--- src/rtl/core/ppr_pkg.sv ---
// shared types and constants of the pulse peak rate detector
package ppr_pkg;

    localparam int MARGIN_W = 12;
    localparam int TPM_W    = 16;
    localparam int WIN_W    = 8;
    localparam int VALUE_W  = 16;
    localparam int KIND_W   = 2;
    localparam int CFG_IDX_W = 2;

    localparam logic [MARGIN_W-1:0] MARGIN_RESET = 12'd50;
    localparam logic [TPM_W-1:0]    TPM_RESET    = 16'd6000;
    localparam logic [WIN_W-1:0]    WIN_RESET    = 8'd1;
    localparam logic [WIN_W-1:0]    SEC_MAX      = 8'hFF;

    localparam logic [KIND_W-1:0] KIND_SAMPLE   = 2'd0;
    localparam logic [KIND_W-1:0] KIND_SECOND   = 2'd1;
    localparam logic [KIND_W-1:0] KIND_INTERVAL = 2'd2;

    localparam logic REPORT_MAX  = 1'b0;
    localparam logic REPORT_RATE = 1'b1;

    localparam logic [CFG_IDX_W-1:0] CFG_MARGIN = 2'd0;
    localparam logic [CFG_IDX_W-1:0] CFG_TPM    = 2'd1;
    localparam logic [CFG_IDX_W-1:0] CFG_WINDOW = 2'd2;

    typedef enum logic [3:0] {
        PH_MAX   = 4'b0001,
        PH_SLOPE = 4'b0010,
        PH_RISE  = 4'b0100,
        PH_FALL  = 4'b1000
    } phase_t;

    typedef struct packed {
        logic busy;
        logic done;
    } ppr_div_stat_t;

endpackage

--- src/rtl/core/ppr_div.sv ---
// bit-serial restoring divider, one quotient bit per cycle
module ppr_div #(
    parameter int TICK_BITS = 8
) (
    input  logic                       aclk,
    input  logic                       aresetn,
    input  logic                       start,
    input  logic [ppr_pkg::TPM_W-1:0]  dividend,
    input  logic [TICK_BITS-1:0]       divisor,
    output ppr_pkg::ppr_div_stat_t     stat,
    output logic [ppr_pkg::TPM_W-1:0]  quotient
);
    import ppr_pkg::*;

    localparam int STEPS = TPM_W;
    localparam int CNT_W = $clog2(STEPS);

    logic                  busy_reg, busy_next;
    logic                  done_reg, done_next;
    logic [CNT_W-1:0]      cnt_reg, cnt_next;
    logic [TICK_BITS-1:0]  rem_reg, rem_next;
    logic [TICK_BITS-1:0]  dvs_reg, dvs_next;
    logic [TPM_W-1:0]      quo_reg, quo_next;
    logic [TICK_BITS:0]    trial;

    // quo_reg shifts the dividend out at the top and the quotient in at the bottom
    assign trial = {rem_reg, quo_reg[TPM_W-1]};

    always_comb begin
        busy_next = busy_reg;
        done_next = 1'b0;
        cnt_next  = cnt_reg;
        rem_next  = rem_reg;
        dvs_next  = dvs_reg;
        quo_next  = quo_reg;
        if (start) begin
            busy_next = 1'b1;
            cnt_next  = '0;
            rem_next  = '0;
            dvs_next  = divisor;
            quo_next  = dividend;
        end else if (busy_reg) begin
            if (trial >= {1'b0, dvs_reg}) begin
                rem_next = TICK_BITS'(trial - {1'b0, dvs_reg});
                quo_next = {quo_reg[TPM_W-2:0], 1'b1};
            end else begin
                rem_next = trial[TICK_BITS-1:0];
                quo_next = {quo_reg[TPM_W-2:0], 1'b0};
            end
            cnt_next = cnt_reg + 1'b1;
            if (cnt_reg == CNT_W'(STEPS - 1)) begin
                busy_next = 1'b0;
                done_next = 1'b1;
            end
        end
    end

    always_ff @(posedge aclk) begin
        if (!aresetn) begin
            busy_reg <= 1'b0;
            done_reg <= 1'b0;
            cnt_reg  <= '0;
        end else begin
            busy_reg <= busy_next;
            done_reg <= done_next;
            cnt_reg  <= cnt_next;
        end
        rem_reg <= rem_next;
        dvs_reg <= dvs_next;
        quo_reg <= quo_next;
    end

    assign stat.busy = busy_reg;
    assign stat.done = done_reg;
    assign quotient  = quo_reg;

endmodule

--- src/rtl/core/pulse_peak_rate_detector_top.sv ---
// top level of the pulse peak rate detector
//
// Input beats on s_*: tuser carries the kind (sample, one-second tick,
// interval tick), tdata the converter sample. Output beats on m_*: tuser says
// maximum (0) or heart rate (1), tdata holds the 16-bit value.
// The cfg port writes peak margin, ticks per minute or window seconds, one per
// write as cfg_index selects; write only while no result is outstanding.
// Each beat is handled in the cycle it is accepted. A maximum report is pushed
// into the output register (or the skid entry) when the sample that ends the
// window is accepted. A rate report goes through the bit-serial divider, one
// quotient bit per cycle, and its quotient is pushed as it lands; s_tready stays
// low while the divider runs. A zero interval reports 0 without the divider.
// Results sit in an output register backed by one skid entry, so input beats
// keep flowing while a result waits; s_tready drops once the skid entry is
// full too or while the divider runs; no result is lost while m_tready is low.
// Reset (aresetn low, synchronous) returns to the find-maximum phase with
// both timers stopped, clears the maximum and loads the register defaults.
module pulse_peak_rate_detector_top #(
    parameter int SAMPLE_BITS = 12,
    parameter int TICK_BITS   = 8
) (
    input  logic                                aclk,
    input  logic                                aresetn,
    input  logic                                s_tvalid,
    output logic                                s_tready,
    input  logic [((SAMPLE_BITS+7)/8)*8-1:0]    s_tdata,  // sample
    input  logic [ppr_pkg::KIND_W-1:0]          s_tuser,  // kind
    output logic                                m_tvalid,
    input  logic                                m_tready,
    output logic [ppr_pkg::VALUE_W-1:0]         m_tdata,  // report_value
    output logic                                m_tuser,  // report_kind
    input  logic                                cfg_we,
    input  logic [ppr_pkg::CFG_IDX_W-1:0]       cfg_index,
    input  logic [ppr_pkg::TPM_W-1:0]           cfg_wdata
);
    import ppr_pkg::*;

    localparam int SUM_W = ((SAMPLE_BITS > MARGIN_W) ? SAMPLE_BITS : MARGIN_W) + 1;

    logic [MARGIN_W-1:0]    margin_reg;
    logic [TPM_W-1:0]       tpm_reg;
    logic [WIN_W-1:0]       win_reg;

    phase_t                 phase_reg, phase_next;
    logic [SAMPLE_BITS-1:0] max_reg, max_next;
    logic [SAMPLE_BITS-1:0] prev_reg, prev_next;
    logic                   win_run_reg, win_run_next;
    logic [WIN_W-1:0]       sec_reg, sec_next;
    logic                   int_run_reg, int_run_next;
    logic [TICK_BITS-1:0]   ticks_reg, ticks_next;

    logic                   out_valid_reg, out_valid_next;
    logic                   out_kind_reg, out_kind_next;
    logic [VALUE_W-1:0]     out_value_reg, out_value_next;
    logic                   hold_valid_reg, hold_valid_next;
    logic                   hold_kind_reg, hold_kind_next;
    logic [VALUE_W-1:0]     hold_value_reg, hold_value_next;

    logic                   accept;
    logic                   pop;
    logic [SAMPLE_BITS-1:0] smp;
    logic                   push_valid;
    logic                   push_kind;
    logic [VALUE_W-1:0]     push_value;
    logic                   div_start;
    logic                   peak;
    ppr_div_stat_t          div_stat;
    logic [TPM_W-1:0]       div_quo;

    assign accept   = s_tvalid && s_tready;
    assign pop      = out_valid_reg && m_tready;
    assign s_tready = !div_stat.busy && !hold_valid_reg;
    assign smp      = s_tdata[SAMPLE_BITS-1:0];

    assign peak = (smp < prev_reg)
               && ((SUM_W'(prev_reg) + SUM_W'(margin_reg)) >= SUM_W'(max_reg));

    always_comb begin
        logic [SAMPLE_BITS-1:0] new_max;
        phase_next   = phase_reg;
        max_next     = max_reg;
        prev_next    = prev_reg;
        win_run_next = win_run_reg;
        sec_next     = sec_reg;
        int_run_next = int_run_reg;
        ticks_next   = ticks_reg;
        push_valid   = 1'b0;
        push_kind    = REPORT_MAX;
        push_value   = '0;
        div_start    = 1'b0;
        new_max      = (smp > max_reg) ? smp : max_reg;

        if (accept) begin
            case (s_tuser)
                KIND_SAMPLE: begin
                    case (phase_reg)
                        PH_MAX: begin
                            if (!win_run_reg) begin
                                win_run_next = 1'b1;
                            end else begin
                                max_next = new_max;
                                if (sec_reg >= win_reg) begin
                                    phase_next   = PH_SLOPE;
                                    prev_next    = smp;
                                    win_run_next = 1'b0;
                                    sec_next     = '0;
                                    push_valid   = 1'b1;
                                    push_kind    = REPORT_MAX;
                                    push_value   = VALUE_W'(new_max);
                                end
                            end
                        end
                        PH_SLOPE: begin
                            if (smp > prev_reg) begin
                                phase_next = PH_RISE;
                            end else if (smp < prev_reg) begin
                                phase_next = PH_FALL;
                            end
                            prev_next = smp;
                        end
                        PH_RISE: begin
                            if (peak) begin
                                if (int_run_reg) begin
                                    int_run_next = 1'b0;
                                    ticks_next   = '0;
                                    phase_next   = PH_MAX;
                                    if (ticks_reg == '0) begin
                                        push_valid = 1'b1;
                                        push_kind  = REPORT_RATE;
                                        push_value = '0;
                                    end else begin
                                        div_start = 1'b1;
                                    end
                                end else begin
                                    int_run_next = 1'b1;
                                    phase_next   = PH_FALL;
                                end
                            end
                            prev_next = smp;
                        end
                        default: begin
                            if (smp > prev_reg) begin
                                phase_next = PH_RISE;
                            end
                            prev_next = smp;
                        end
                    endcase
                end
                KIND_SECOND: begin
                    if (win_run_reg && sec_reg != SEC_MAX) begin
                        sec_next = sec_reg + 1'b1;
                    end
                end
                KIND_INTERVAL: begin
                    if (int_run_reg) begin
                        ticks_next = ticks_reg + 1'b1;
                    end
                end
                default: begin
                end
            endcase
        end
        // a beat taken while the quotient lands is in the find-maximum phase
        // with the window stopped, so it never reports on its own
        if (div_stat.done) begin
            push_valid = 1'b1;
            push_kind  = REPORT_RATE;
            push_value = div_quo;
        end
    end

    // output register with one skid entry behind it
    always_comb begin
        out_valid_next  = out_valid_reg;
        out_kind_next   = out_kind_reg;
        out_value_next  = out_value_reg;
        hold_valid_next = hold_valid_reg;
        hold_kind_next  = hold_kind_reg;
        hold_value_next = hold_value_reg;
        if (!out_valid_reg || pop) begin
            if (hold_valid_reg) begin
                out_valid_next  = 1'b1;
                out_kind_next   = hold_kind_reg;
                out_value_next  = hold_value_reg;
                hold_valid_next = push_valid;
                hold_kind_next  = push_kind;
                hold_value_next = push_value;
            end else begin
                out_valid_next = push_valid;
                out_kind_next  = push_kind;
                out_value_next = push_value;
            end
        end else if (push_valid) begin
            hold_valid_next = 1'b1;
            hold_kind_next  = push_kind;
            hold_value_next = push_value;
        end
    end

    always_ff @(posedge aclk) begin
        if (!aresetn) begin
            margin_reg     <= MARGIN_RESET;
            tpm_reg        <= TPM_RESET;
            win_reg        <= WIN_RESET;
            phase_reg      <= PH_MAX;
            max_reg        <= '0;
            prev_reg       <= '0;
            win_run_reg    <= 1'b0;
            sec_reg        <= '0;
            int_run_reg    <= 1'b0;
            ticks_reg      <= '0;
            out_valid_reg  <= 1'b0;
            hold_valid_reg <= 1'b0;
        end else begin
            if (cfg_we) begin
                case (cfg_index)
                    CFG_MARGIN: margin_reg <= cfg_wdata[MARGIN_W-1:0];
                    CFG_TPM:    tpm_reg    <= cfg_wdata;
                    CFG_WINDOW: win_reg    <= cfg_wdata[WIN_W-1:0];
                    default: begin
                    end
                endcase
            end
            phase_reg      <= phase_next;
            max_reg        <= max_next;
            prev_reg       <= prev_next;
            win_run_reg    <= win_run_next;
            sec_reg        <= sec_next;
            int_run_reg    <= int_run_next;
            ticks_reg      <= ticks_next;
            out_valid_reg  <= out_valid_next;
            hold_valid_reg <= hold_valid_next;
        end
        out_kind_reg   <= out_kind_next;
        out_value_reg  <= out_value_next;
        hold_kind_reg  <= hold_kind_next;
        hold_value_reg <= hold_value_next;
    end

    ppr_div #(
        .TICK_BITS (TICK_BITS)
    ) u_div (
        .aclk     (aclk),
        .aresetn  (aresetn),
        .start    (div_start),
        .dividend (tpm_reg),
        .divisor  (ticks_reg),
        .stat     (div_stat),
        .quotient (div_quo)
    );

    assign m_tvalid = out_valid_reg;
    assign m_tdata  = out_value_reg;
    assign m_tuser  = out_kind_reg;

endmodule
--- config.mk ---
export PLATFORM = sky130hd
export DESIGN_NAME = pulse_peak_rate_detector_top
export DESIGN_NICKNAME = d
export VERILOG_FILES = /design/src/rtl/core/ppr_pkg.sv /design/src/rtl/core/ppr_div.sv /design/src/rtl/core/pulse_peak_rate_detector_top.sv
export SDC_FILE = /design/constraint.sdc
export NUM_CORES = 1
export LEC_CHECK = 0
export BUFFER_PORTS_ARGS = -buffer_cell sky130_fd_sc_hd__buf_2
export CORE_ASPECT_RATIO = 0.9
export CORE_MARGIN = 4
export CORE_UTILIZATION = 53
export CTS_CLUSTER_DIAMETER = 60
export DETAILED_ROUTE_END_ITERATION = 16
export GPL_TIMING_DRIVEN = 0
export PLACE_DENSITY = 0.71
export SYNTH_ARGS = -nofsm -noshare
export SYNTH_HDL_FRONTEND = slang
export SYNTH_HIERARCHICAL = 1
export SYNTH_SLANG_ARGS = --single-unit
--- constraint.sdc ---
create_clock -name aclk -period 5.2 [get_ports aclk]
set_input_delay 0.78 -clock aclk [delete_from_list [all_inputs] [get_ports aclk]]
set_output_delay 0.78 -clock aclk [all_outputs]
set_load 0.005 [all_outputs]
* Word level (Yosys, flattened, before mapping)
Index checks and enable logic that the tools add are counted. Widths: inputs -> output; s select.
Word-level totals: output and inout bits 19, input bits 41, logic and storage cells 157, flip-flop bits (word level) 156
Cells by class: order comparisons 6, add/subtract/negate cells 5, muxes and demuxes 70, equality and inequality tests 22, reduce and logical (&&, ||, !) cells 30, bitwise gates (word level) 2
Operators with widths (number):
- $mux 16 | 7
- $mux 12 | 9
- $mux 8 | 9
- $mux 1 | 34
- $pmux 8 s2 | 2
- $mux 4 | 7
- $gt 12x12->1 | 2
- $ne 2x2->1 const B | 12
- $add 8x1->8 const B | 2
- $add 12x12->13 | 1
- $ge 13x12->1 | 1
- $lt 12x12->1 | 1
- $pmux 4 s3 | 1
- $reduce_and 4->1 | 3
- $reduce_and 6->1 | 2
- $ge 9x8->1 | 1
- $ge 8x8->1 | 1
- $logic_not 8->1 | 1
- $ne 8x8->1 const B | 1
- $reduce_and 2->1 | 4
- $reduce_bool 2->1 | 4
- $sub 8x8->8 | 1
- $reduce_and 7->1 | 1
- $logic_and 1x1->1 | 5
- other kinds (17) | 23

* Depth between registers and ports, before layout
word-level depth 10, mapped depth 22, mapped depth without buffers 20

* By module
The synthesis kept the hierarchy.
By module, submodules not included:
- pulse_peak_rate_detector_top | area an instance 6705.2 um2, sequential area each 2702.6 um2, cells each 730, instances 1
- ppr_div | area an instance 1971.9 um2, sequential area each 1001.0 um2, cells each 178, instances 1

* Least setup slack after synthesis
OpenSTA, ideal clock, no wires.
path type register to register, start point reg margin_reg[0], end point reg hold_kind_reg, enable pin, setup slack 0.526 ns, arrival 4.257 ns, period minus slack after synthesis 4.674 ns, data required time 4.782 ns, library setup time 0.418 ns, buffers on the path 0, stages on the path, launching flop included 18, cells stage by stage dfxtp_1 > ha_1 > inv_1 > fa_1 > nor2b_1 > o31a_1 > o311a_1 > o21a_1 > nor2_1 > xnor2_1 > ha_1 > o21a_1 > o21ai_0 > a31oi_1 > a211oi_1 > a21boi_1 > a32oi_1 > o31ai_1
On the way: word-level cells in the longest chain between the ends 10
RTL lines:
- start: declaration | line pulse_peak_rate_detector_top.sv:40 | logic [MARGIN_W-1:0] margin_reg;
- start signal: assignment | line pulse_peak_rate_detector_top.sv:217 | CFG_MARGIN: margin_reg <= cfg_wdata[MARGIN_W-1:0];
- $add 12x12->13 | line pulse_peak_rate_detector_top.sv:76 | && ((SUM_W'(prev_reg) + SUM_W'(margin_reg)) >= SUM_W'(max_reg));
- $ge 13x12->1 | line pulse_peak_rate_detector_top.sv:76
- $logic_and 1x1->1 | line pulse_peak_rate_detector_top.sv:76
- $mux 1 | line pulse_peak_rate_detector_top.sv:122 | if (peak) begin
- $pmux 1 s2 | line pulse_peak_rate_detector_top.sv:96 | case (phase_reg)
- $mux 1 | line pulse_peak_rate_detector_top.sv:94 | case (s_tuser)
- $mux 1 | line pulse_peak_rate_detector_top.sv:93 | if (accept) begin
- $mux 1 | line pulse_peak_rate_detector_top.sv:165 | if (div_stat.done) begin
- $reduce_bool 2->1 (no source line)
- $reduce_and 2->1 (no source line)
- end signal: assignment | line pulse_peak_rate_detector_top.sv:236 | hold_kind_reg <= hold_kind_next;
- end: declaration | line pulse_peak_rate_detector_top.sv:56 | logic hold_kind_reg, hold_kind_next;
No other way between the ends. A chain may end at the register's enable or synchronous reset.

* Worst setup path in the final report
start point reg margin_reg[0], end point reg u_div.quo_reg[14] (netlist: u_div/quotient[14]), data pin
On the way: word-level cells in the longest chain between the ends 8
RTL lines:
- $add 12x12->13 | line pulse_peak_rate_detector_top.sv:76
- $ge 13x12->1 | line pulse_peak_rate_detector_top.sv:76
- $logic_and 1x1->1 | line pulse_peak_rate_detector_top.sv:76
- $mux 1 | line pulse_peak_rate_detector_top.sv:122
- $mux 1 | line pulse_peak_rate_detector_top.sv:96
- $mux 1 | line pulse_peak_rate_detector_top.sv:94
- $mux 1 | line pulse_peak_rate_detector_top.sv:93
- named net div_start | line pulse_peak_rate_detector_top.sv:65 | logic div_start;
- $mux 16 | line ppr_div.sv:36 | if (start) begin
- named net u_div.quo_next[14] | line ppr_div.sv:23 | logic [TPM_W-1:0] quo_reg, quo_next;
- end signal: assignment | line ppr_div.sv:70 | quo_reg <= quo_next;
- end: declaration | line ppr_div.sv:23
The timed path passes the listed nets, and every way through them passes these cells.

==> impl_metrics.ini <==
[route]
drt-initial-drc-count = 547
vias_per_cell = 5.70
wire_per_inst_microns = 17.3
drc = 0
final_antenna_net_count = 0
totalWireLength_microns = 20800
firstDrtPassIters = 5
dr_total_vias = 6846

[placed_design]
io_buffers = 55
place_inst = 1170
dp_slack_ns = -0.277
placed_area_sq_um = 9230
gp_congestion = 0.869
dpl.hpwl_microns = 15400

[min_path]
min_to = u_div/dvs_reg[2]
worst_hold_path_type = flip-flop to flip-flop
min_from = ticks_reg[2]
min_path_cells = 0

[status]
status = finished, final reports clean

[logic_synthesis]
synth_xor_area_frac = 0.0242
synth_seq_cells = 156
yosys-top-cells-count = 115 x nand2_1, 98 x dfxtp_1, 68 x ha_1, 66 x nor2_1, 58 x edfxtp_1
synth_cell_types = 72
ys_top_cells_by_area = dfxtp_1 23%, edfxtp_1 20%, ha_1 9.8%
ys_seq_area_frac = 0.427
avgSynthCellArea_sq_um = 9.56
synth_compound_area_frac = 0.147
ys_warn_count = 6
syn_area_sq_um = 8680
synth_top_area_frac = 0.226
syn-num-nets = 1019
yosys.area_share.simple = 0.165
muxShareOfSynthArea = 0.0894
yosysMostFrequentCell = nand2_1
yosysTopAreaCell = dfxtp_1
synth_cells = 908
async_flop_share = 0
synth_edf_count = 58
synth-adder-area-share = 0.103
synth_top_family_by_area = simple AND/OR/NAND/NOR gates
ys.flop_type = dfxtp_1

[global_routing]
grt_pass1_vias = 6466
track_usage = 0.232
antenna_found_initial = 0
grt_pass1_wl_microns = 33600
grt_max_degree = 20
grt.overflow.total = 0

[layout]
final_cell_area_sq_um = 9850
final_cells = 1201
nNetsFinal = 1092
antenna_cells = 0
fin_util = 0.613
drive_gt1_frac = 0.138
syn2layout_area_growth_pct = 13.5

[run]
drv_cap = 0

[floorplan]
num_rows = 44
die_h_microns = 129
core-area_sq_um = 16100
dieArea_sq_um = 18500
start_util = 0.540
fp.dieW_microns = 143
io_pins = 60

[worst_setup_path]
crit_chain = ha_1, inv_1, fa_1, nor2b_1, o31a_1, o311a_1, o21a_1, nor2_1, xnor2_1, ha_1, o21a_1, o21ai_0, a31oi_1, a211o_4, o2111ai_4, buf_6, nor2_4, buf_2, mux2_2
max_stage_delay_ns = 0.40
startpoint_type = flip-flop
critical_path_class = flip-flop to flip-flop
reg2reg_from = margin_reg[0]
slowest_stage = o311a_1
rr_worst_depth = 19
arrival_ns = 4.85
timing.rr.end = u_div/quotient[14]
rrSetupSlack_ns = 0.52
end_kind = flip-flop
cp_max_fo = 21
worst_ep_required_time_ns = 5.37

[timing]
worst_slew_pin_slew_ns = 0.924
setup_viol = 0
finalMaxSlewViolations = 0
min_period_over_period = 0.900
slew-limit-headroom = 0.384
hold_viol_final = 0
fin_skew_ns = 0.00705
rsz0062_at_grt = false
worst_slack_ns = 0.519
fin_tns_setup_ns = 0
min_period_ns = 4.68
max_freq_ghz = 0.214

[clock_tree]
path_clk_slew_ns = 0.06
cts_tree = done
cts.sinks = 156
postCtsHoldBufs = 0
numCtsBuffers = 17
cts_buffer_depth = 2
insertion_delay_ns = 0.42
cts_max_level = 4
cts_root_buf = clkbuf_16

[power_and_ir_drop]
p_leak_nw = 3.80
ir_drop_mv = 0.259
powerDensity_nw_per_um2 = 279
[power by group]
part / total (W) / switching (W) / leakage, nW / internal (W)
sequential: 0.00128 / 0.00000783 / 1.34 / 0.00127
clock: 0.00130 / 0.000533 / 0.296 / 0.000764
combinational: 0.000175 / 0.000110 / 2.17 / 0.0000643
[metal layers]
metal	track usage	wire, microns
met3	0.0439	1010
met4	0.0637	377
met5	0	0
met2	0.349	9040
met1	0.343	10400
[worst max-delay path: cells and delay by family, from the launching register on]
family | cells | cell delay [ns]
and+or+nand+nor | 3 | 0.59
adders and majority gates | 3 | 0.73
DFF | 1 | 0.32
AOI/OAI and AO/OA | 8 | 1.70
xor gates and xnor gates | 1 | 0.08
buffers and inverters | 3 | 0.64
muxes | 1 | 0.37
[placed cells by master, fill, tap and decap left out, types with 6 or more instances in the layout]
cell,instances
nand2_1,115
dfxtp_1,98
ha_1,68
nor2_1,65
buf_2,59
edfxtp_1,58
inv_1,56
mux2i_1,55
a21oi_1,46
nand3_1,34
clkbuf_1,23
o21ai_1,23
mux2_2,20
o21ai_0,19
xnor2_1,18
clkbuf_16,17
nand2b_1,14
a21o_1,13
a22oi_1,12
nand4_1,11
o211ai_1,11
nor2b_1,9
o21a_1,9
nor3_1,9
and2_1,8
nand3b_1,8
xor2_1,6
[worst max path at each step]
stage / startpoint / to / slack (ns) / cells after the start
final: margin_reg[0] / u_div/quotient[14] / 0.52 / 19
after global routing: prev_reg[0] / u_div/quotient[12] / 0.21 / 19
after global placement: prev_reg[1] / hold_value_reg[6] / -0.59 / 15
after floorplan: margin_reg[0] / hold_kind_reg / 0.53 / 17
after CTS: margin_reg[0] / u_div/rem_reg[3] / 0.14 / 21
after detailed placement: margin_reg[0] / u_div/quotient[14] / -0.28 / 20
[logic make-up after synthesis]
group	count (synthesis)
AO/OA/AOI/OAI	186
XOR/XNOR	24
adder cells (fa/ha/maj)	70
buffers and inverters	94
flip-flops	156
multiplexers	75
AND/OR/NAND/NOR	303
[stage by stage]
step | total power, W | hold WS, ns
final | 0.00275 | 0.438
after CTS | 0.00276 | 0.425
after floorplan | 0.00141 | 0.403
after global routing | 0.00284 | 0.441
after detailed placement | 0.00147 | 0.409
after global placement | 0.00147 | 0.407
[repair_timing]
| item | 4_1_cts | 5_1_grt |
|---|---|---|
| gates cloned | 0 | 0 |
| setup endpoints to repair | 19 | 31 |
| resized for setup | 3 | 3 |
| setup buffers | 0 | 0 |
[final cells by class]
cell class	count	area [sq um]
fill	1409	6220
multi-input combinational	658	4620
sequential	156	3700
clock buffer	17	425
timing repair buffer	55	275
tap	207	259
inverter	57	214
clock inverter	15	185
buffer	36	170
Power figures use the tool's default switching activity.
